$ cat src/sv/lsbs_pkg.sv
// ----------------------------------------------------------------------------
// lsbs_pkg
// Shared constants, register codes and beat types for the red channel LSB
// steganography embed / extract block.
// ----------------------------------------------------------------------------
package lsbs_pkg;

   // message store geometry
   localparam int unsigned MSG_DEPTH = 4096;
   localparam int unsigned MSG_AW    = $clog2(MSG_DEPTH);
   localparam int unsigned LP_W      = MSG_AW + 1;

   // field widths
   localparam int unsigned LEN_W     = 13;
   localparam int unsigned PIX_W     = 25;
   localparam int unsigned MAXLEN_W  = PIX_W - 3;
   localparam int unsigned HDR_BITS  = 32;
   localparam int unsigned HDR_W     = 32;
   localparam int unsigned HIDX_W    = $clog2(HDR_BITS);
   localparam logic [7:0]  LSB_CLEAR = 8'hFE;

   // configuration port
   localparam int unsigned CSR_AW    = 4;
   localparam int unsigned CSR_DW    = 32;

   // register indexes
   localparam logic [1:0] REG_MODE    = 2'd0;
   localparam logic [1:0] REG_MSG_LEN = 2'd1;
   localparam logic [1:0] REG_PIX_CNT = 2'd2;

   // status codes
   localparam logic [1:0] ST_OK       = 2'd0;
   localparam logic [1:0] ST_EMPTY    = 2'd1;
   localparam logic [1:0] ST_TOO_LONG = 2'd2;
   localparam logic [1:0] ST_BAD_HDR  = 2'd3;

   // modes and item kinds
   localparam logic MODE_EMBED   = 1'b0;
   localparam logic MODE_EXTRACT = 1'b1;
   localparam logic OP_LOAD      = 1'b0;
   localparam logic OP_PIXEL     = 1'b1;

   typedef struct packed {
      logic             mode;
      logic [LEN_W-1:0] message_length;
      logic [PIX_W-1:0] pixel_count;
   } cfg_type;

   // one result beat on its way out; use_mem means the LSB still comes from the store
   typedef struct packed {
      logic [7:0] red_out;
      logic       use_mem;
      logic [2:0] bit_sel;
      logic       byte_valid;
      logic [7:0] byte_out;
      logic       last;
      logic [1:0] status;
   } beat_type;

endpackage

$ cat src/sv/lsbs_csr.sv
// ----------------------------------------------------------------------------
// lsbs_csr
// APB-style register file: mode, message length and pixel count.
// ----------------------------------------------------------------------------
module lsbs_csr (
   input  logic                         clock,
   input  logic                         reset,
   input  logic                         csr_psel,
   input  logic                         csr_penable,
   input  logic                         csr_pwrite,
   input  logic [lsbs_pkg::CSR_AW-1:0]  csr_paddr,
   input  logic [lsbs_pkg::CSR_DW-1:0]  csr_pwdata,
   output logic [lsbs_pkg::CSR_DW-1:0]  csr_prdata,
   output logic                         csr_pready,
   output lsbs_pkg::cfg_type            cfg,
   output logic                         cfg_wr
);
   import lsbs_pkg::*;

   logic                mode_ff,    mode_in;
   logic [LEN_W-1:0]    msg_len_ff, msg_len_in;
   logic [PIX_W-1:0]    pix_cnt_ff, pix_cnt_in;
   logic [1:0]          reg_idx;
   logic                wr_beat;

   assign reg_idx    = csr_paddr[3:2];
   assign wr_beat    = csr_psel && csr_penable && csr_pwrite;
   assign csr_pready = 1'b1;

   // register write decode
   always_comb begin
      mode_in    = mode_ff;
      msg_len_in = msg_len_ff;
      pix_cnt_in = pix_cnt_ff;
      cfg_wr     = 1'b0;
      if (wr_beat) begin
         case (reg_idx)
            REG_MODE: begin
               mode_in = csr_pwdata[0];
               cfg_wr  = 1'b1;
            end
            REG_MSG_LEN: begin
               msg_len_in = csr_pwdata[LEN_W-1:0];
               cfg_wr     = 1'b1;
            end
            REG_PIX_CNT: begin
               pix_cnt_in = csr_pwdata[PIX_W-1:0];
               cfg_wr     = 1'b1;
            end
            default: begin
               cfg_wr = 1'b0;
            end
         endcase
      end
   end

   // read mux
   always_comb begin
      case (reg_idx)
         REG_MODE:    csr_prdata = CSR_DW'(mode_ff);
         REG_MSG_LEN: csr_prdata = CSR_DW'(msg_len_ff);
         REG_PIX_CNT: csr_prdata = CSR_DW'(pix_cnt_ff);
         default:     csr_prdata = '0;
      endcase
   end

   always_ff @(posedge clock) begin
      if (reset) begin
         mode_ff    <= MODE_EMBED;
         msg_len_ff <= '0;
         pix_cnt_ff <= '0;
      end else begin
         mode_ff    <= mode_in;
         msg_len_ff <= msg_len_in;
         pix_cnt_ff <= pix_cnt_in;
      end
   end

   assign cfg.mode           = mode_ff;
   assign cfg.message_length = msg_len_ff;
   assign cfg.pixel_count    = pix_cnt_ff;

endmodule

$ cat config.mk
export PLATFORM = sky130hd
export DESIGN_NAME = lsbs_csr
export DESIGN_NICKNAME = d
export VERILOG_FILES = /design/src/sv/lsbs_pkg.sv /design/src/sv/lsbs_csr.sv
export SDC_FILE = /design/constraint.sdc
export NUM_CORES = 1
export LEC_CHECK = 0
export ABC_CLOCK_PERIOD_IN_PS = 2450
export CAP_MARGIN = 20
export CELL_PAD_IN_SITES_DETAIL_PLACEMENT = 1
export CELL_PAD_IN_SITES_GLOBAL_PLACEMENT = 2
export CORE_AREA = 2 2 63 95
export CTS_CLUSTER_SIZE = 14
export DETAILED_ROUTE_END_ITERATION = 6
export DIE_AREA = 0 0 65 97
export DONT_BUFFER_PORTS = 1
export PLACE_DENSITY_LB_ADDON = 0.1
export SLEW_MARGIN = 20
export SYNTH_ARGS = -nofsm -noshare
export SYNTH_HDL_FRONTEND = slang
export SYNTH_SLANG_ARGS = --single-unit
$ cat constraint.sdc
create_clock -name clock -period 2.45 [get_ports clock]
set_input_delay 0.3675 -clock clock [delete_from_list [all_inputs] [get_ports clock]]
set_output_delay 0.3675 -clock clock [all_outputs]
set_load 0.01 [all_outputs]
== Word level (Yosys, flattened, before mapping) ==
Cells that the tools add are included.

* Shift-type cells: 0
* Add/subtract/negate cells: 0
* Bitwise gates (word level): 0
* Multipliers: 0
* Mux-type cells: 3
* Reductions and logical operators: 7
* Divide/modulo/power cells: 0
* Eq/ne operators: 2
* $lt $le $gt $ge: 0

{| class="wikitable"
|+ Operator list
! cell !! number
|-
| $pmux W25 S3 || 1
|-
| $reduce_and A2 Y1 || 3
|-
| $reduce_or A3 Y1 || 1
|-
| $eq A2 B1 Y1 const B || 1
|-
| $eq A2 B2 Y1 const B || 1
|-
| $logic_and A1 B1 Y1 || 2
|-
| $logic_not A2 Y1 || 1
|-
| $mux W1 || 2
|}

* Output and inout port bits: 73
* Bits in read-only memories: 0
* Latch bits: 0
* Memories kept: 0
* Word-level logic and storage cells: 15
* Bits in registers: 39
* Input port bits: 41
* Bits in writable memories: 0

== Depth between registers and ports, before layout ==
* Depth in word-level cells: 4
* Depth in mapped cells: 5
* Depth with buffers taken out: 3

== Worst setup path before layout ==
OpenSTA, ideal clock, no wires.

* Path type: input to output
* Start point: input port csr_paddr[3] (netlist name)
* End point: output port csr_prdata[12] (netlist name)
* Path buffers: 1
* Data required time: 2.082 ns
* Stages on the path: 3
* Slack: 0.990 ns
* Arrival: 1.092 ns
* Path through: and2b_2 -> clkbuf_1 -> a22o_1

* Cells in the longest elaborated chain, start to end: 2
* Elaborated cells between the ends (all ways): 4
* Those cells by class: 2 x eq/ne; 1 x mux; 1 x reduce/logical

{| class="wikitable"
|+ RTL lines
! what !! RTL line !! RTL
|-
| start, declared || lsbs_csr.sv:11 || <nowiki>input logic [lsbs_pkg::CSR_AW-1:0] csr_paddr,</nowiki>
|-
| $eq A2 B2 Y1 (tied with other cells) || lsbs_csr.sv:59 || <nowiki>case (reg_idx)</nowiki>
|-
| $pmux W25 S3 * || lsbs_csr.sv:59 ||
|-
| end, declared || lsbs_csr.sv:13 || <nowiki>output logic [lsbs_pkg::CSR_DW-1:0] csr_prdata,</nowiki>
|}

Mark *: on every way between the ends. The rest lies on a longest branch, timed or not.

== Final worst setup path ==
* Start point: input port csr_paddr[3] (netlist name)
* End point: output port csr_prdata[2] (netlist name)

The elaborated chain is that of the path after synthesis.

==> impl_metrics.csv <==
group,metric,value,unit
placement,hpwl,3334,um
power_and_ir_drop,total_power,0.001195,W
floorplanning,core_area,5409,um2
clocking,clk_pin_slew,0.07,ns
finish,mostFrequentLayoutCells,"64 x nand2b_1, 40 x mux2i_1, 39 x dfxtp_1",
power_and_ir_drop,peakVddDrop,0.3238,mV
status,status,"complete, no violations",
clocking,clock_latency,0.28,ns
route,ant_nets,0,
worst_setup_path,critPathKind,"in2out",
sta,hold-worst-slack,0.2391,ns
yosys,synth_top_family_by_area,"simple AND/OR/NAND/NOR gates",
floorplanning,fp-row-count,33,
min_path,hold_path_class,"in2reg",
finish,final_common_cell,"nand2b_1",
sta,slew_violations,0,
finish,nNetsFinal,234,
placement,place_inst,256,
power_and_ir_drop,power_density,580.1,nW/um2
clocking,cts_tree,"built",
route,first_pass_iters,4,
yosys,yosys.cell_types.count,19,
power_and_ir_drop,swShare,21.89,%
yosys,synth_area,1976,um2
clocking,htreeDepth,2,
power_and_ir_drop,internal-power,0.0009338,W
floorplanning,die_w,65,um
global_route,grt_start_max_net_pins,65,
power_and_ir_drop,p_sw,0.0002617,W
sta,fin_crit_sh,67.38,%
yosys,synth_simple_gate_area_share,26.54,%
route,drc,0,
min_path,hold_start,"csr_pwdata[21]",
worst_setup_path,ff2ff_path_depth,2,
global_route,grt_usage,15.22,%
power_and_ir_drop,total_leakage_power,0.7963,nW
finish,diodes,0,
global_route,grt_pass1_vias,1497,
worst_setup_path,r2r-end,"pix_cnt_ff[10]$_SDFFE_PP0P_",
min_path,hold_depth,2,
sta,max_freq,0.6058,GHz
yosys,synth.avg_cell_area,9.829,um2
route,post_drt_wl_per_cell,17.81,um
worst_setup_path,r2r_slack,1.71,ns
route,vias,1364,
yosys,synthAdderAreaFrac,0,%
finish,syn_to_final_growth,4.307,%
worst_setup_path,crit_fanout,16,
worst_setup_path,worstSetupEndpointType,"primary output",
route,viasPerCell,5.167,
sta,maxSlewHeadroom,57.86,%
clocking,cts_hold_buf,0,
floorplanning,die_h,97,um
global_route,antenna_found_initial,0,
route,drtIter0Drc,31,
clocking,cts_resized,0,
floorplanning,dieArea,6305,um2
flow_run,maxCapViolCount,0,
clocking,root_buffer,"clkbuf_8",
route,finalWirelength,4701,um
power_and_ir_drop,power_frac_clock,39.3,%
floorplanning,initial_core_util,36.53,%
yosys,ys_ff_latch,39,
sta,period_needed,1.651,ns
worst_setup_path,worst_setup_path_start_kind,"input pin",
finish,fillCellCount,631,
sta,hold_viol_final,0,
placement,io_buffers,0,
clocking,cts_max_path_buffers,2,
power_and_ir_drop,power_frac_comb,6.1,%
min_path,worst_hold_path.endpoint,"pix_cnt_ff[21]$_SDFFE_PP0P_",
placement,gp_congestion,0.6522,
sta,setup_tns,0,ns
finish,final_util,38.10,%
yosys,synthXorXnorAreaFrac,0,%
yosys,muxShareOfSynthArea,20.27,%
sta,finalSetupViolCount,0,
worst_setup_path,cp_data_arrival_time,1.28,ns
yosys,ys_seq_area_share,39.52,%
yosys,yosysWarnings,0,
sta,rsz0062_at_grt,"false",
clocking,post_cts_buffers,0,
clocking,numCtsBuffers,5,
global_route,grt-ovfl-total,0,
finish,drive_gt1_share,6.701,%
finish,stdcell_count,264,
global_route,grt_pass1_wl,7417,um
worst_setup_path,worstPathRequired,2.08,ns
worst_setup_path,r2r_start,"pix_cnt_ff[10]$_SDFFE_PP0P_",
sta,clock-skew-final,0,ns
power_and_ir_drop,power_frac_seq,54.6,%
clocking,numClockSinks,39,
sta,max_slew.worst_pin.slew,0.6306,ns
yosys,synth_compound_area_share,5.826,%
floorplanning,ios,114,
yosys,netlist_instances,201,
-- kinds of logic after synthesis --
logic type             after synthesis
AO/OA/AOI/OAI                       14
buffers and inverters               23
flip-flops                          39
multiplexers                        40
other                                2
AND/OR/NAND/NOR                     83
-- critical path: stages --
cell     delay (ns)
nor2b_2        0.40
buf_4          0.29
a22o_1         0.22
-- layout make-up --
class / count / area (um2) / area share, %
clock buffers: 8 / 100.1 / 4.857
multi-input cells: 145 / 1077 / 52.28
flip-flops and latches: 39 / 780.7 / 37.89
well taps: 70 / 87.58 / 4.250
repair buffers: 2 / 15.01 / 0.7286
-- power groups by stage --
stage | logic [W] | clock network, W | registers [W]
after global placement | 0.0000699 | 0 | 0.000668
final | 0.0000725 | 0.000470 | 0.000653
after CTS | 0.0000739 | 0.000497 | 0.000653
after global routing | 0.0000798 | 0.000525 | 0.000655
after detailed placement | 0.0000737 | 0 | 0.000668
after floorplan | 0.0000807 | 0 | 0.000666
-- cells in the mapped netlist --
cell type / instances / area [um2]
a21oi_1: 1 / 5.000
a22o_1: 12 / 105.1
and2_1: 12 / 75.07
and2b_2: 1 / 8.760
buf_2: 1 / 5.000
buf_4: 10 / 75.07
buf_6: 3 / 33.78
clkbuf_1: 9 / 33.78
conb_1: 2 / 7.510
dfxtp_1: 39 / 780.8
mux2i_1: 40 / 400.4
nand2_1: 1 / 3.750
nand2b_1: 64 / 400.4
nand3_1: 1 / 5.000
nand4_2: 1 / 12.51
nor2b_1: 1 / 6.260
nor3_1: 1 / 5.000
nor3b_1: 1 / 7.510
o21ai_0: 1 / 5.000
-- state kept, by name (all words and copies together), names as in the netlist --
name,count
mode_ff,1
msg_len_ff,13
pix_cnt_ff,25
-- metrics by stage --
stage | instance area, um2 | setup slack (ns)
6_report | 2061 | 0.7993
5_1_grt | 2061 | 0.6784
4_1_cts | 2061 | 0.7518
3_5_place_dp | 1961 | 0.6177
3_3_place_gp | 1961 | 0.6744
2_1_floorplan | 1998 | 0.9904
-- worst max-delay path by stage --
stage	depth (start not counted)	endpoint	startpoint
final	3	csr_prdata[2]	csr_paddr[3]
after global placement	3	msg_len_ff[5]$_SDFFE_PP0P_	csr_paddr[3]
after CTS	3	csr_prdata[2]	csr_paddr[3]
after global routing	3	csr_prdata[2]	csr_paddr[3]
after floorplan	3	csr_prdata[12]	csr_paddr[3]
after detailed placement	3	msg_len_ff[12]$_SDFFE_PP0P_	csr_paddr[3]
-- per-layer routing --
| layer | wire (um) | share of wire [%] | up-vias | track usage [%] |
|---|---|---|---|---|
| li1 | - | - | 627 | - |
| met1 | 1725 | 37 | 659 | 15.00 |
| met2 | 2523 | 54 | 74 | 28.79 |
| met3 | 406 | 8.6 | 4 | 5.349 |
| met4 | 46 | 0.98 | 0 | 4.419 |
| met5 | 0 | 0 | - | 0 |
Power figures use the tool's default switching activity.
