<file path="config.mk">
export PLATFORM = sky130hd
export DESIGN_NAME = lsbs_out_flat
export DESIGN_NICKNAME = d
export VERILOG_FILES = /design/src/sv/lsbs_pkg.sv /design/src/sv/lsbs_chan_if.sv /design/src/sv/lsbs_out.sv /design/src/flat_wrapper.sv
export SDC_FILE = /design/constraint.sdc
export NUM_CORES = 1
export LEC_CHECK = 0
export BUFFER_PORTS_ARGS = -buffer_cell sky130_fd_sc_hd__buf_4
export CAP_MARGIN = 20
export CORE_UTILIZATION = 46
export CTS_CLUSTER_DIAMETER = 120
export DETAILED_ROUTE_END_ITERATION = 12
export GPL_TIMING_DRIVEN = 0
export PLACE_DENSITY = 0.76
export SYNTH_ARGS = -nofsm -noshare
export SYNTH_HDL_FRONTEND = slang
export SYNTH_SLANG_ARGS = --single-unit
</file>
<file path="constraint.sdc">
create_clock -name clock -period 2.2 [get_ports clock]
set_clock_uncertainty 0.15 [all_clocks]
set_input_delay 0.44 -clock clock [delete_from_list [all_inputs] [get_ports clock]]
set_output_delay 0.44 -clock clock [all_outputs]
set_load 0.05 [all_outputs]
</file>
<file path="src/sv/lsbs_pkg.sv">
// ----------------------------------------------------------------------------
// lsbs_pkg
// Shared constants, register codes and beat types for the red channel LSB
// steganography embed / extract block.
// ----------------------------------------------------------------------------
package lsbs_pkg;

   // message store geometry
   localparam int unsigned MSG_DEPTH = 4096;
   localparam int unsigned MSG_AW    = $clog2(MSG_DEPTH);
   localparam int unsigned LP_W      = MSG_AW + 1;

   // field widths
   localparam int unsigned LEN_W     = 13;
   localparam int unsigned PIX_W     = 25;
   localparam int unsigned MAXLEN_W  = PIX_W - 3;
   localparam int unsigned HDR_BITS  = 32;
   localparam int unsigned HDR_W     = 32;
   localparam int unsigned HIDX_W    = $clog2(HDR_BITS);
   localparam logic [7:0]  LSB_CLEAR = 8'hFE;

   // configuration port
   localparam int unsigned CSR_AW    = 4;
   localparam int unsigned CSR_DW    = 32;

   // register indexes
   localparam logic [1:0] REG_MODE    = 2'd0;
   localparam logic [1:0] REG_MSG_LEN = 2'd1;
   localparam logic [1:0] REG_PIX_CNT = 2'd2;

   // status codes
   localparam logic [1:0] ST_OK       = 2'd0;
   localparam logic [1:0] ST_EMPTY    = 2'd1;
   localparam logic [1:0] ST_TOO_LONG = 2'd2;
   localparam logic [1:0] ST_BAD_HDR  = 2'd3;

   // modes and item kinds
   localparam logic MODE_EMBED   = 1'b0;
   localparam logic MODE_EXTRACT = 1'b1;
   localparam logic OP_LOAD      = 1'b0;
   localparam logic OP_PIXEL     = 1'b1;

   typedef struct packed {
      logic             mode;
      logic [LEN_W-1:0] message_length;
      logic [PIX_W-1:0] pixel_count;
   } cfg_type;

   // one result beat on its way out; use_mem means the LSB still comes from the store
   typedef struct packed {
      logic [7:0] red_out;
      logic       use_mem;
      logic [2:0] bit_sel;
      logic       byte_valid;
      logic [7:0] byte_out;
      logic       last;
      logic [1:0] status;
   } beat_type;

endpackage

</file>
<file path="src/sv/lsbs_chan_if.sv">


interface lsbs_rsp_if;
   logic       valid;
   logic       ready;
   logic [7:0] red_out;
   logic       byte_valid;
   logic [7:0] byte_out;
   logic       last;
   logic [1:0] status;

   modport source (output valid, output red_out, output byte_valid, output byte_out,
                   output last, output status, input ready);
   modport sink   (input valid, input red_out, input byte_valid, input byte_out,
                   input last, input status, output ready);
endinterface

</file>
<file path="src/sv/lsbs_out.sv">
// ----------------------------------------------------------------------------
// lsbs_out
// Store data merge stage and output register with the result handshake.
// ----------------------------------------------------------------------------
module lsbs_out (
   input  logic                clock,
   input  logic                reset,
   input  logic                up_accept,
   input  lsbs_pkg::beat_type  beat_in,
   input  logic [7:0]          rd_data,
   output logic                up_ready,
   lsbs_rsp_if.source          rsp
);
   import lsbs_pkg::*;

   logic     s1_valid_ff,  s1_valid_in;
   beat_type s1_beat_ff,   s1_beat_in;
   logic     rsp_valid_ff, rsp_valid_in;
   beat_type rsp_beat_ff,  rsp_beat_in;
   beat_type merged;
   logic     s1_adv;

   // stage advance and upstream ready
   assign s1_adv   = s1_valid_ff && (!rsp_valid_ff || rsp.ready);
   assign up_ready = !s1_valid_ff || s1_adv;

   // fold the store bit into the red LSB
   always_comb begin
      merged = s1_beat_ff;
      if (s1_beat_ff.use_mem) begin
         merged.red_out = s1_beat_ff.red_out | 8'(rd_data[s1_beat_ff.bit_sel]);
      end
   end

   // next values of both stages
   always_comb begin
      s1_valid_in  = s1_valid_ff;
      s1_beat_in   = s1_beat_ff;
      rsp_valid_in = rsp_valid_ff;
      rsp_beat_in  = rsp_beat_ff;
      if (s1_adv) begin
         s1_valid_in = 1'b0;
      end
      if (up_accept) begin
         s1_valid_in = 1'b1;
         s1_beat_in  = beat_in;
      end
      if (rsp.ready) begin
         rsp_valid_in = 1'b0;
      end
      if (s1_adv) begin
         rsp_valid_in = 1'b1;
         rsp_beat_in  = merged;
      end
   end

   always_ff @(posedge clock) begin
      if (reset) begin
         s1_valid_ff  <= 1'b0;
         rsp_valid_ff <= 1'b0;
      end else begin
         s1_valid_ff  <= s1_valid_in;
         rsp_valid_ff <= rsp_valid_in;
      end
   end

   always_ff @(posedge clock) begin
      s1_beat_ff  <= s1_beat_in;
      rsp_beat_ff <= rsp_beat_in;
   end

   assign rsp.valid      = rsp_valid_ff;
   assign rsp.red_out    = rsp_beat_ff.red_out;
   assign rsp.byte_valid = rsp_beat_ff.byte_valid;
   assign rsp.byte_out   = rsp_beat_ff.byte_out;
   assign rsp.last       = rsp_beat_ff.last;
   assign rsp.status     = rsp_beat_ff.status;

`ifndef SYNTHESIS
   a_s1_hold: assert property (@(posedge clock) disable iff (reset)
      (s1_valid_ff && !s1_adv) |=> s1_valid_ff)
      else $error("stalled beat dropped from merge stage");

   a_accept_fills: assert property (@(posedge clock) disable iff (reset)
      up_accept |=> s1_valid_ff)
      else $error("accepted item did not reach merge stage");

   a_byte_ok: assert property (@(posedge clock) disable iff (reset)
      (rsp_valid_ff && rsp_beat_ff.byte_valid) |-> (rsp_beat_ff.status == ST_OK))
      else $error("extracted byte issued with error status");
`endif

endmodule

</file>
<file path="src/flat_wrapper.sv">
// flat-port wrapper written by rule: the top's interface ports become plain ports
module lsbs_out_flat import lsbs_pkg::*;
  (clock, reset, up_accept, beat_in, rd_data, up_ready, rsp_valid, rsp_red_out, rsp_byte_valid, rsp_byte_out, rsp_last, rsp_status, rsp_ready);
  lsbs_rsp_if rsp_i ();
  input  logic clock;
  input  logic reset;
  input  logic up_accept;
  input  lsbs_pkg::beat_type beat_in;
  input  logic [7:0] rd_data;
  output logic up_ready;
  output wire logic [$bits(rsp_i.valid)-1:0] rsp_valid;
  output wire logic [$bits(rsp_i.red_out)-1:0] rsp_red_out;
  output wire logic [$bits(rsp_i.byte_valid)-1:0] rsp_byte_valid;
  output wire logic [$bits(rsp_i.byte_out)-1:0] rsp_byte_out;
  output wire logic [$bits(rsp_i.last)-1:0] rsp_last;
  output wire logic [$bits(rsp_i.status)-1:0] rsp_status;
  input wire logic [$bits(rsp_i.ready)-1:0] rsp_ready;
  assign rsp_valid = rsp_i.valid;
  assign rsp_red_out = rsp_i.red_out;
  assign rsp_byte_valid = rsp_i.byte_valid;
  assign rsp_byte_out = rsp_i.byte_out;
  assign rsp_last = rsp_i.last;
  assign rsp_status = rsp_i.status;
  assign rsp_i.ready = rsp_ready;
  lsbs_out u_core (.clock(clock), .reset(reset), .up_accept(up_accept), .beat_in(beat_in), .rd_data(rd_data), .up_ready(up_ready), .rsp(rsp_i));
endmodule
</file>
-- Word level (Yosys, flattened, before mapping)
Index checks and enable logic that the tools add are counted.
W data, S select, Z words.
- register bits after elaboration: 46
- output and inout port bits: 22
- mux-type cells: 7
- $lt $le $gt $ge: 1
- bitwise gates (word level): 1
- reductions and logical operators: 7
- operators with widths (kind ; number):
    $mux W8 ; 1
    $or A8 B1 Y8 ; 1
    $mux W1 ; 5
    $lt A3 B4 Y1 const B ; 1
    $reduce_bool A2 Y1 ; 2
    $bmux W1 S3 ; 1
    $logic_not A1 Y1 ; 2
    $logic_or A1 B1 Y1 ; 2
    $logic_and A1 B1 Y1 ; 1

-- Longest topological paths before layout
Gate-level depths: netlist of run 1.
- word-level depth: 5
- mapped depth: 3

-- Worst setup path after synthesis of run 1
Ideal clock, no wire load.
- path type: register to register
- start point: register u_core.rsp_valid_ff (netlist: u_core.rsp.valid)
- end point: register u_core.rsp_beat_ff (netlist bit u_core.rsp.byte_out[0]), enable pin
- arrival: 1.630 ns
- required time: 1.651 ns
- clock period less this slack: 2.179 ns
- cell stages (with the launch flop): 3
- path buffers: 0
- path slack: 0.021 ns
- cells stage by stage: dfxtp_1 > nor2b_1 > nor2b_1
- word-level cells in the longest chain between the ends: 3
- RTL lines (what ; line ; RTL):
    from (decl) ; lsbs_out.sv:18 ; logic rsp_valid_ff, rsp_valid_in;
    from (signal assigned) ; lsbs_out.sv:63 ; rsp_valid_ff <= rsp_valid_in;
    $logic_not A1 Y1 ; lsbs_out.sv:24 ; assign s1_adv = s1_valid_ff && (!rsp_valid_ff || rsp.ready);
    $logic_or A1 B1 Y1 ; lsbs_out.sv:24 ;
    $logic_and A1 B1 Y1 ; lsbs_out.sv:24 ;
    to (signal assigned) ; lsbs_out.sv:69 ; rsp_beat_ff <= rsp_beat_in;
    to (decl) ; lsbs_out.sv:19 ; beat_type rsp_beat_ff, rsp_beat_in;
Every way passes these cells.
A chain may end at the register's enable or synchronous reset.

-- Worst setup path after layout of run 1
- start point: register u_core.rsp_valid_ff (netlist: u_core.rsp.valid)
- end point: output up_ready
- word-level cells in the longest chain between the ends: 4
- RTL lines (what ; line ; RTL):
    $logic_not A1 Y1 ; lsbs_out.sv:24 ;
    $logic_or A1 B1 Y1 ; lsbs_out.sv:24 ;
    $logic_and A1 B1 Y1 ; lsbs_out.sv:24 ;
    $logic_or A1 B1 Y1 ; lsbs_out.sv:25 ; assign up_ready = !s1_valid_ff || s1_adv;
    to (decl) ; flat_wrapper.sv:10 ; output logic up_ready;
Every way passes these cells.

==> key figures, run 1 <==
Finish
  – # nets final: 160
  – Antenna cells: 0
  – Seq. cell area: between 0.001 and 0.0015 mm²
  – Area of the multi-input gates: approximately 110 µm²
  – P&R area growth vs syn: 36.55%
  – Final cell count without fillers: about 170
  – # fillers: 221
  – Final instance area: around 0.002 mm²
  – Layout cells sized above 1: a little over half
  – Final Util: approximately two thirds

Power and ir drop
  – Pwr per Cell Area: 785.3 mW/mm²
  – Total power: 1.571 mW
  – Lkg Pwr: 0.7829 nW
  – Worst vdd ir: roughly 0.4 mV

Logic synthesis
  – FF+latch count, synth: 46
  – Synth Cell Area: between 0.001 and 0.0015 mm²
  – Mapped Cells: 60
  – Syn nets: 96
  – Cell variety after synth: 12
  – Syn avg cell area: approximately 24 µm²
  – Ys Warns: 0
  – Sequential area share after synthesis: between 90 and 100%

Timing
  – Fmax: about 0.55 GHz
  – Min setup slack post-route: between 0.3 and 0.4 ns
  – Period utilization: between 80% and 90%
  – Max-slew violations: 0
  – Final setup vio count: 0
  – Setup tns final: 0 ns
  – Final Hold Vio Count: 0
  – Worst Tran Pin Value: ~0.92 ns
  – Fin crit period: roughly 1.8 ns
  – Rel. slew slack: between 30% and 40%
  – RSZ-0062 raised after global routing: no
  – Hold_ws: around 0.11 ns

Clocking
  – CTS Hold Bufs: 0
  – CTS Buf Count: 5
  – Worst-Skew Late Latency: 0.33 ns
  – Clock Path Buffers: 2
  – Post-CTS Setup Inserts: 0
  – Post-CTS sizing: 0
  – CTS H-tree depth: 2
  – CTS tree: yes
  – Clock transition at path regs: between 0.1 and 0.15 ns
  – Root Buffer: clkbuf_4
  – CTS Sinks: 46

Route
  – Detailed-route DRC error count: 0
  – Routed WL per cell: ~12 µm
  – Vias post-DR: between 700 and 800
  – DR pass1 iterations: 4
  – Total wire length: between 2000 and 2500 µm
  – Vias per Instance: around 4.4
  – Post-DRT Antenna Nets: 0
  – Iteration-0 DRC Markers: 24

Outcome
  – Status: complete, no violations

Global route
  – Antenna violations before repair: 0
  – Vias in the first global route: 700
  – Grt total ovfl: 0
  – Largest net degree at the start of global routing: 26
  – All-Layer GR Usage: between 10 and 15%
  – First-pass GRT wire length: roughly 3300 µm

Worst setup path
  – R2R Path Start: u_core.merged[12]$_DFFE_PP_
  – CP arrival: roughly 1.2 ns
  – Setup crit start kind: flip-flop
  – WP data required: 1.61 ns
  – Worst R2R Path Depth: 3
  – Critical-path maximum fanout: 4
  – Critical path class: reg2out
  – Critical Path Source: u_core.rsp.valid$_SDFFE_PP0P_
  – Worst Setup End Kind: primary output

Floorplan
  – Die W: ~58 µm
  – Top Ports: 58
  – Die ar.: between 0.003 and 0.004 mm²
  – DIE HEIGHT: between 50 and 60 µm
  – Effective utilization at floorplan: between 40% and 50%
  – # rows: 20
  – Core area: around 0.0030 mm²

Placement
  – Post-DP Area: 0.001951 mm²
  – Pre-CTS setup slack: just over 0.3 ns
  – Dpl hpwl: approximately 1500 µm
  – I/O Buffers: 57
  – Gpl congestion: between 0.6 and 0.7
  – Inst Count DP: 161

Job
  – Max_cap viols: 0

Min path
  – Hold Path Stages: 2
  – Worst min-delay path startpoint: reset
  – Hold WC Path Type: in2reg
[cells in the final DEF, fill, tap and decap left out, types with 2 or more instances in the layout]
cell      netlist  layout
edfxtp_1       44      44
buf_4           0      57
dfxtp_1         2       2
nor2_1          3       3
mux2i_1         2       2
clkbuf_4        0       5
[cell families after synthesis]
kind of cell / count (synthesis) / synth area share [%]
muxes: 3 / 2.903
and+or+nand+nor: 9 / 3.159
AOI/OAI and AO/OA: 2 / 1.024
DFF: 46 / 92.91
[final timing paths]
path	endpoint	slack, ns
worst max-delay path	up_ready	0.38
worst min-delay path	u_core.rsp.valid$_SDFFE_PP0P_	0.11
worst max register to register	u_core.rsp.red_out[0]$_DFFE_PP_	0.46
worst min register to register	u_core.rsp.byte_out[3]$_DFFE_PP_	0.28
[layer usage]
| layer | vias up | global-route usage (%) | wire [µm] |
|---|---|---|---|
| li1 | 365 | - | - |
| met3 | 3 | 4.835 | 153 |
| met2 | 35 | 23.97 | 1118 |
| met1 | 345 | 15.99 | 795 |
| met5 | - | 0 | 0 |
| met4 | 0 | 6.122 | 14 |
[flip-flops by register name (all words and copies together) (netlist names)]
| signal | cells |
|---|---|
| u_core.rsp.red_out | 8 |
| u_core.rsp.valid | 1 |
| u_core.rsp.last | 1 |
| u_core.rsp.byte_valid | 1 |
| u_core.merged | 16 |
| u_core.s1_beat_ff | 8 |
| u_core.rsp.status | 2 |
| u_core.s1_valid_ff | 1 |
| u_core.rsp.byte_out | 8 |
[synth_stat cells]
master    count  area (µm²)
nand3b_1      1       7.510
or2_1         1       6.260
nor2_1        3       11.26
nor2b_1       2       12.51
nand2_1       1       3.750
mux4_2        1       22.52
edfxtp_1     44        1321
a41o_1        1       10.01
nand3_1       1       5.000
a21oi_1       1       5.000
mux2i_1       2       20.02
dfxtp_1       2       40.04
[report_power, final]
group          switching, mW  internal [mW]
clock network          0.229          0.120
logic                  0.104         0.0738
registers             0.0173           1.03
total                  0.350           1.22
[worst max-delay path, stage by stage, from the launching register on]
cell and delay, ns:
dfxtp_1 0.35, nor2b_1 0.27, nand2_1 0.09, buf_4 0.19
[area by class of cell]
| cell class | count | share of cell area, % |
|---|---|---|
| multi-input combinational | 14 | 5.316 |
| clock buffer | 6 | 2.064 |
| clock inverter | 2 | 0.4378 |
| timing repair buffer | 57 | 21.39 |
| sequential | 46 | 68.04 |
| tap | 44 | 2.752 |
Note: power is estimated with default switching activity, not from simulation.
==> run 2: changes to the inputs <==
Clock period 2.2 ns to 1.83 ns, I/O delays scaled along.
==> key figures, run 2 (same netlist as run 1, synthesis figures left out) <==
Outcome
  – Status: complete, no violations

Min path
  – WHS Endpoint: u_core.s1_valid_ff$_SDFFE_PP0P_
  – Hold WC Path Type: in2reg
  – Worst min-delay path startpoint: reset
  – Hold Path Stages: 2

Route
  – Detailed-route DRC error count: 0
  – Vias per Instance: 4.402
  – Post-DRT Antenna Nets: 0
  – Vias post-DR: between 700 and 800
  – DR pass1 iterations: 2
  – Total wire length: ~2000 µm
  – Iteration-0 DRC Markers: 9
  – Routed WL per cell: 11.98 µm

Power and ir drop
  – Clock power share: around 22%
  – Internal: ~1.5 mW
  – Pwr per Cell Area: approximately 940 mW/mm²
  – Combinational Power Share: a little under an eighth
  – Switch share: between 20% and 30%
  – Lkg Pwr: about 0.8 nW
  – Flop pwr share: 66.6%
  – Psw: 0.4177 mW
  – Worst vdd ir: 0.5311 mV

Worst setup path
  – Setup crit start kind: flip-flop
  – WP data required: roughly 1.8 ns
  – Worst R2R Path Depth: 3
  – Worst r2r dst: u_core.rsp.red_out[0]$_DFFE_PP_
  – R2R Setup Slk: just over 0.08 ns
  – R2R Path Start: u_core.merged[12]$_DFFE_PP_
  – Critical path class: reg2reg
  – Worst Setup End Kind: flip-flop
  – Critical-path maximum fanout: 3
  – CP arrival: roughly 1.7 ns

Timing
  – Final Hold Vio Count: 0
  – Fmax: roughly 0.57 GHz
  – Setup tns final: 0 ns
  – Worst Tran Pin Value: ~0.92 ns
  – Max-slew violations: 0
  – Rel. slew slack: about two fifths
  – Final setup vio count: 0
  – RSZ-0062 raised after global routing: no
  – Period utilization: between 90 and 100%
  – Fin crit period: around 1.7 ns

Finish
  – Antenna cells: 0
  – Max reg flops: 16
  – Commonest non-fill, non-tap cell in the layout: buf_4
  – Layout cells sized above 1: 52.80%
  – Final cell count without fillers: 169
  – P&R area growth vs syn: 36.72%
  – Most frequent cells in the layout: buf_4 (57), edfxtp_1 (44), clkbuf_4 (5)
  – # nets final: 160

Clocking
  – CTS Buf Count: 5
  – Clock transition at path regs: roughly 0.11 ns
  – Root Buffer: clkbuf_4
  – CTS Hold Bufs: 0
  – CTS tree: yes
  – CTS H-tree depth: 2
  – Clock Path Buffers: 2
  – CTS Sinks: 46
  – Worst-Skew Late Latency: 0.33 ns
  – Post-CTS Setup Inserts: 0

Placement
  – I/O Buffers: 57
  – Dpl hpwl: roughly 1500 µm
  – Gpl congestion: slightly below 0.7
  – Inst Count DP: 161

Floorplan
  – Top Ports: between 50 and 60
  – Die ar.: between 0.003 and 0.004 mm²
  – # rows: 20
  – Die W: 58.44 µm
  – DIE HEIGHT: 58.44 µm
  – Effective utilization at floorplan: 48.39%
  – Core area: roughly 0.003 mm²

Job
  – Max_cap viols: 0

Global route
  – Largest net degree at the start of global routing: 26
  – First-pass GRT wire length: approximately 3100 µm
  – Grt total ovfl: 0
  – Antenna violations before repair: 0
  – All-Layer GR Usage: a little over an eighth
  – Vias in the first global route: ~700
run 2: area by class of cell:
cell class | count | area [µm²]
clock buffers | 6 | 41.29
clock inverters | 2 | 8.758
flip-flops and latches | 46 | 1361
repair buffers | 57 | 427.9
multi-input cells | 14 | 108.9
fillers | 215 | 1025
well taps | 44 | 55.05
run 2: routing by layer:
layer  global-route usage [%]  wire (µm)  vias to the layer above
met2                    22.17       1046                       41
met4                    7.143         41                        0
met1                    14.22        759                      333
li1                         -          -                      365
met3                    5.495        178                        5
met5                        0          0                        -
run 2: critical path, stage by stage, from the launching register on:
cell	delay (ns)
edfxtp_1	0.43
mux4_2	0.52
or2_1	0.21
a41o_1	0.20
run 2: worst max path at each step:
stage	startpoint	endpoint	slack, ns
finish	u_core.merged[12]$_DFFE_PP_	u_core.rsp.red_out[0]$_DFFE_PP_	0.08
global route	u_core.rsp.valid$_SDFFE_PP0P_	u_core.rsp.status[0]$_DFFE_PP_	0.02
CTS	u_core.rsp.valid$_SDFFE_PP0P_	up_ready	0.06
detailed placement	rsp_ready	u_core.rsp.red_out[7]$_DFFE_PP_	0.02
global placement	rsp_ready	u_core.rsp.byte_out[1]$_DFFE_PP_	0.04
floorplan	u_core.rsp.valid$_SDFFE_PP0P_	u_core.rsp.byte_out[0]$_DFFE_PP_	0.02
run 2: power groups by stage:
stage / clock (mW) / sequential, mW / combinational (mW)
final: 0.416 / 1.26 / 0.214
after global routing: 0.479 / 1.26 / 0.227
after CTS: 0.432 / 1.26 / 0.215
after detailed placement: 0 / 1.28 / 0.215
after global placement: 0 / 1.28 / 0.212
after floorplan: 0 / 1.36 / 0.0259
run 2: what timing repair did:
item / 4_1_cts / 5_1_grt
hold endpoints to repair: 0 / 0
setup endpoints to repair: 0 / 1
resized for setup: 0 / 1
run 2: stage by stage:
step	hold slack, ns	setup WS (ns)	power (mW)	cell area [µm²]	util, %
2_1_floorplan	0.2503	0.01948	1.384	1468	-
3_5_place_dp	0.2545	0.02485	1.496	1951	64.42
5_1_grt	0.01322	0.01692	1.968	2003	66.16
3_3_place_gp	0.2522	0.04381	1.488	1951	64.42
6_report	0.03600	0.08096	1.885	2003	66.16
4_1_cts	0.01556	0.06021	1.903	2001	66.07
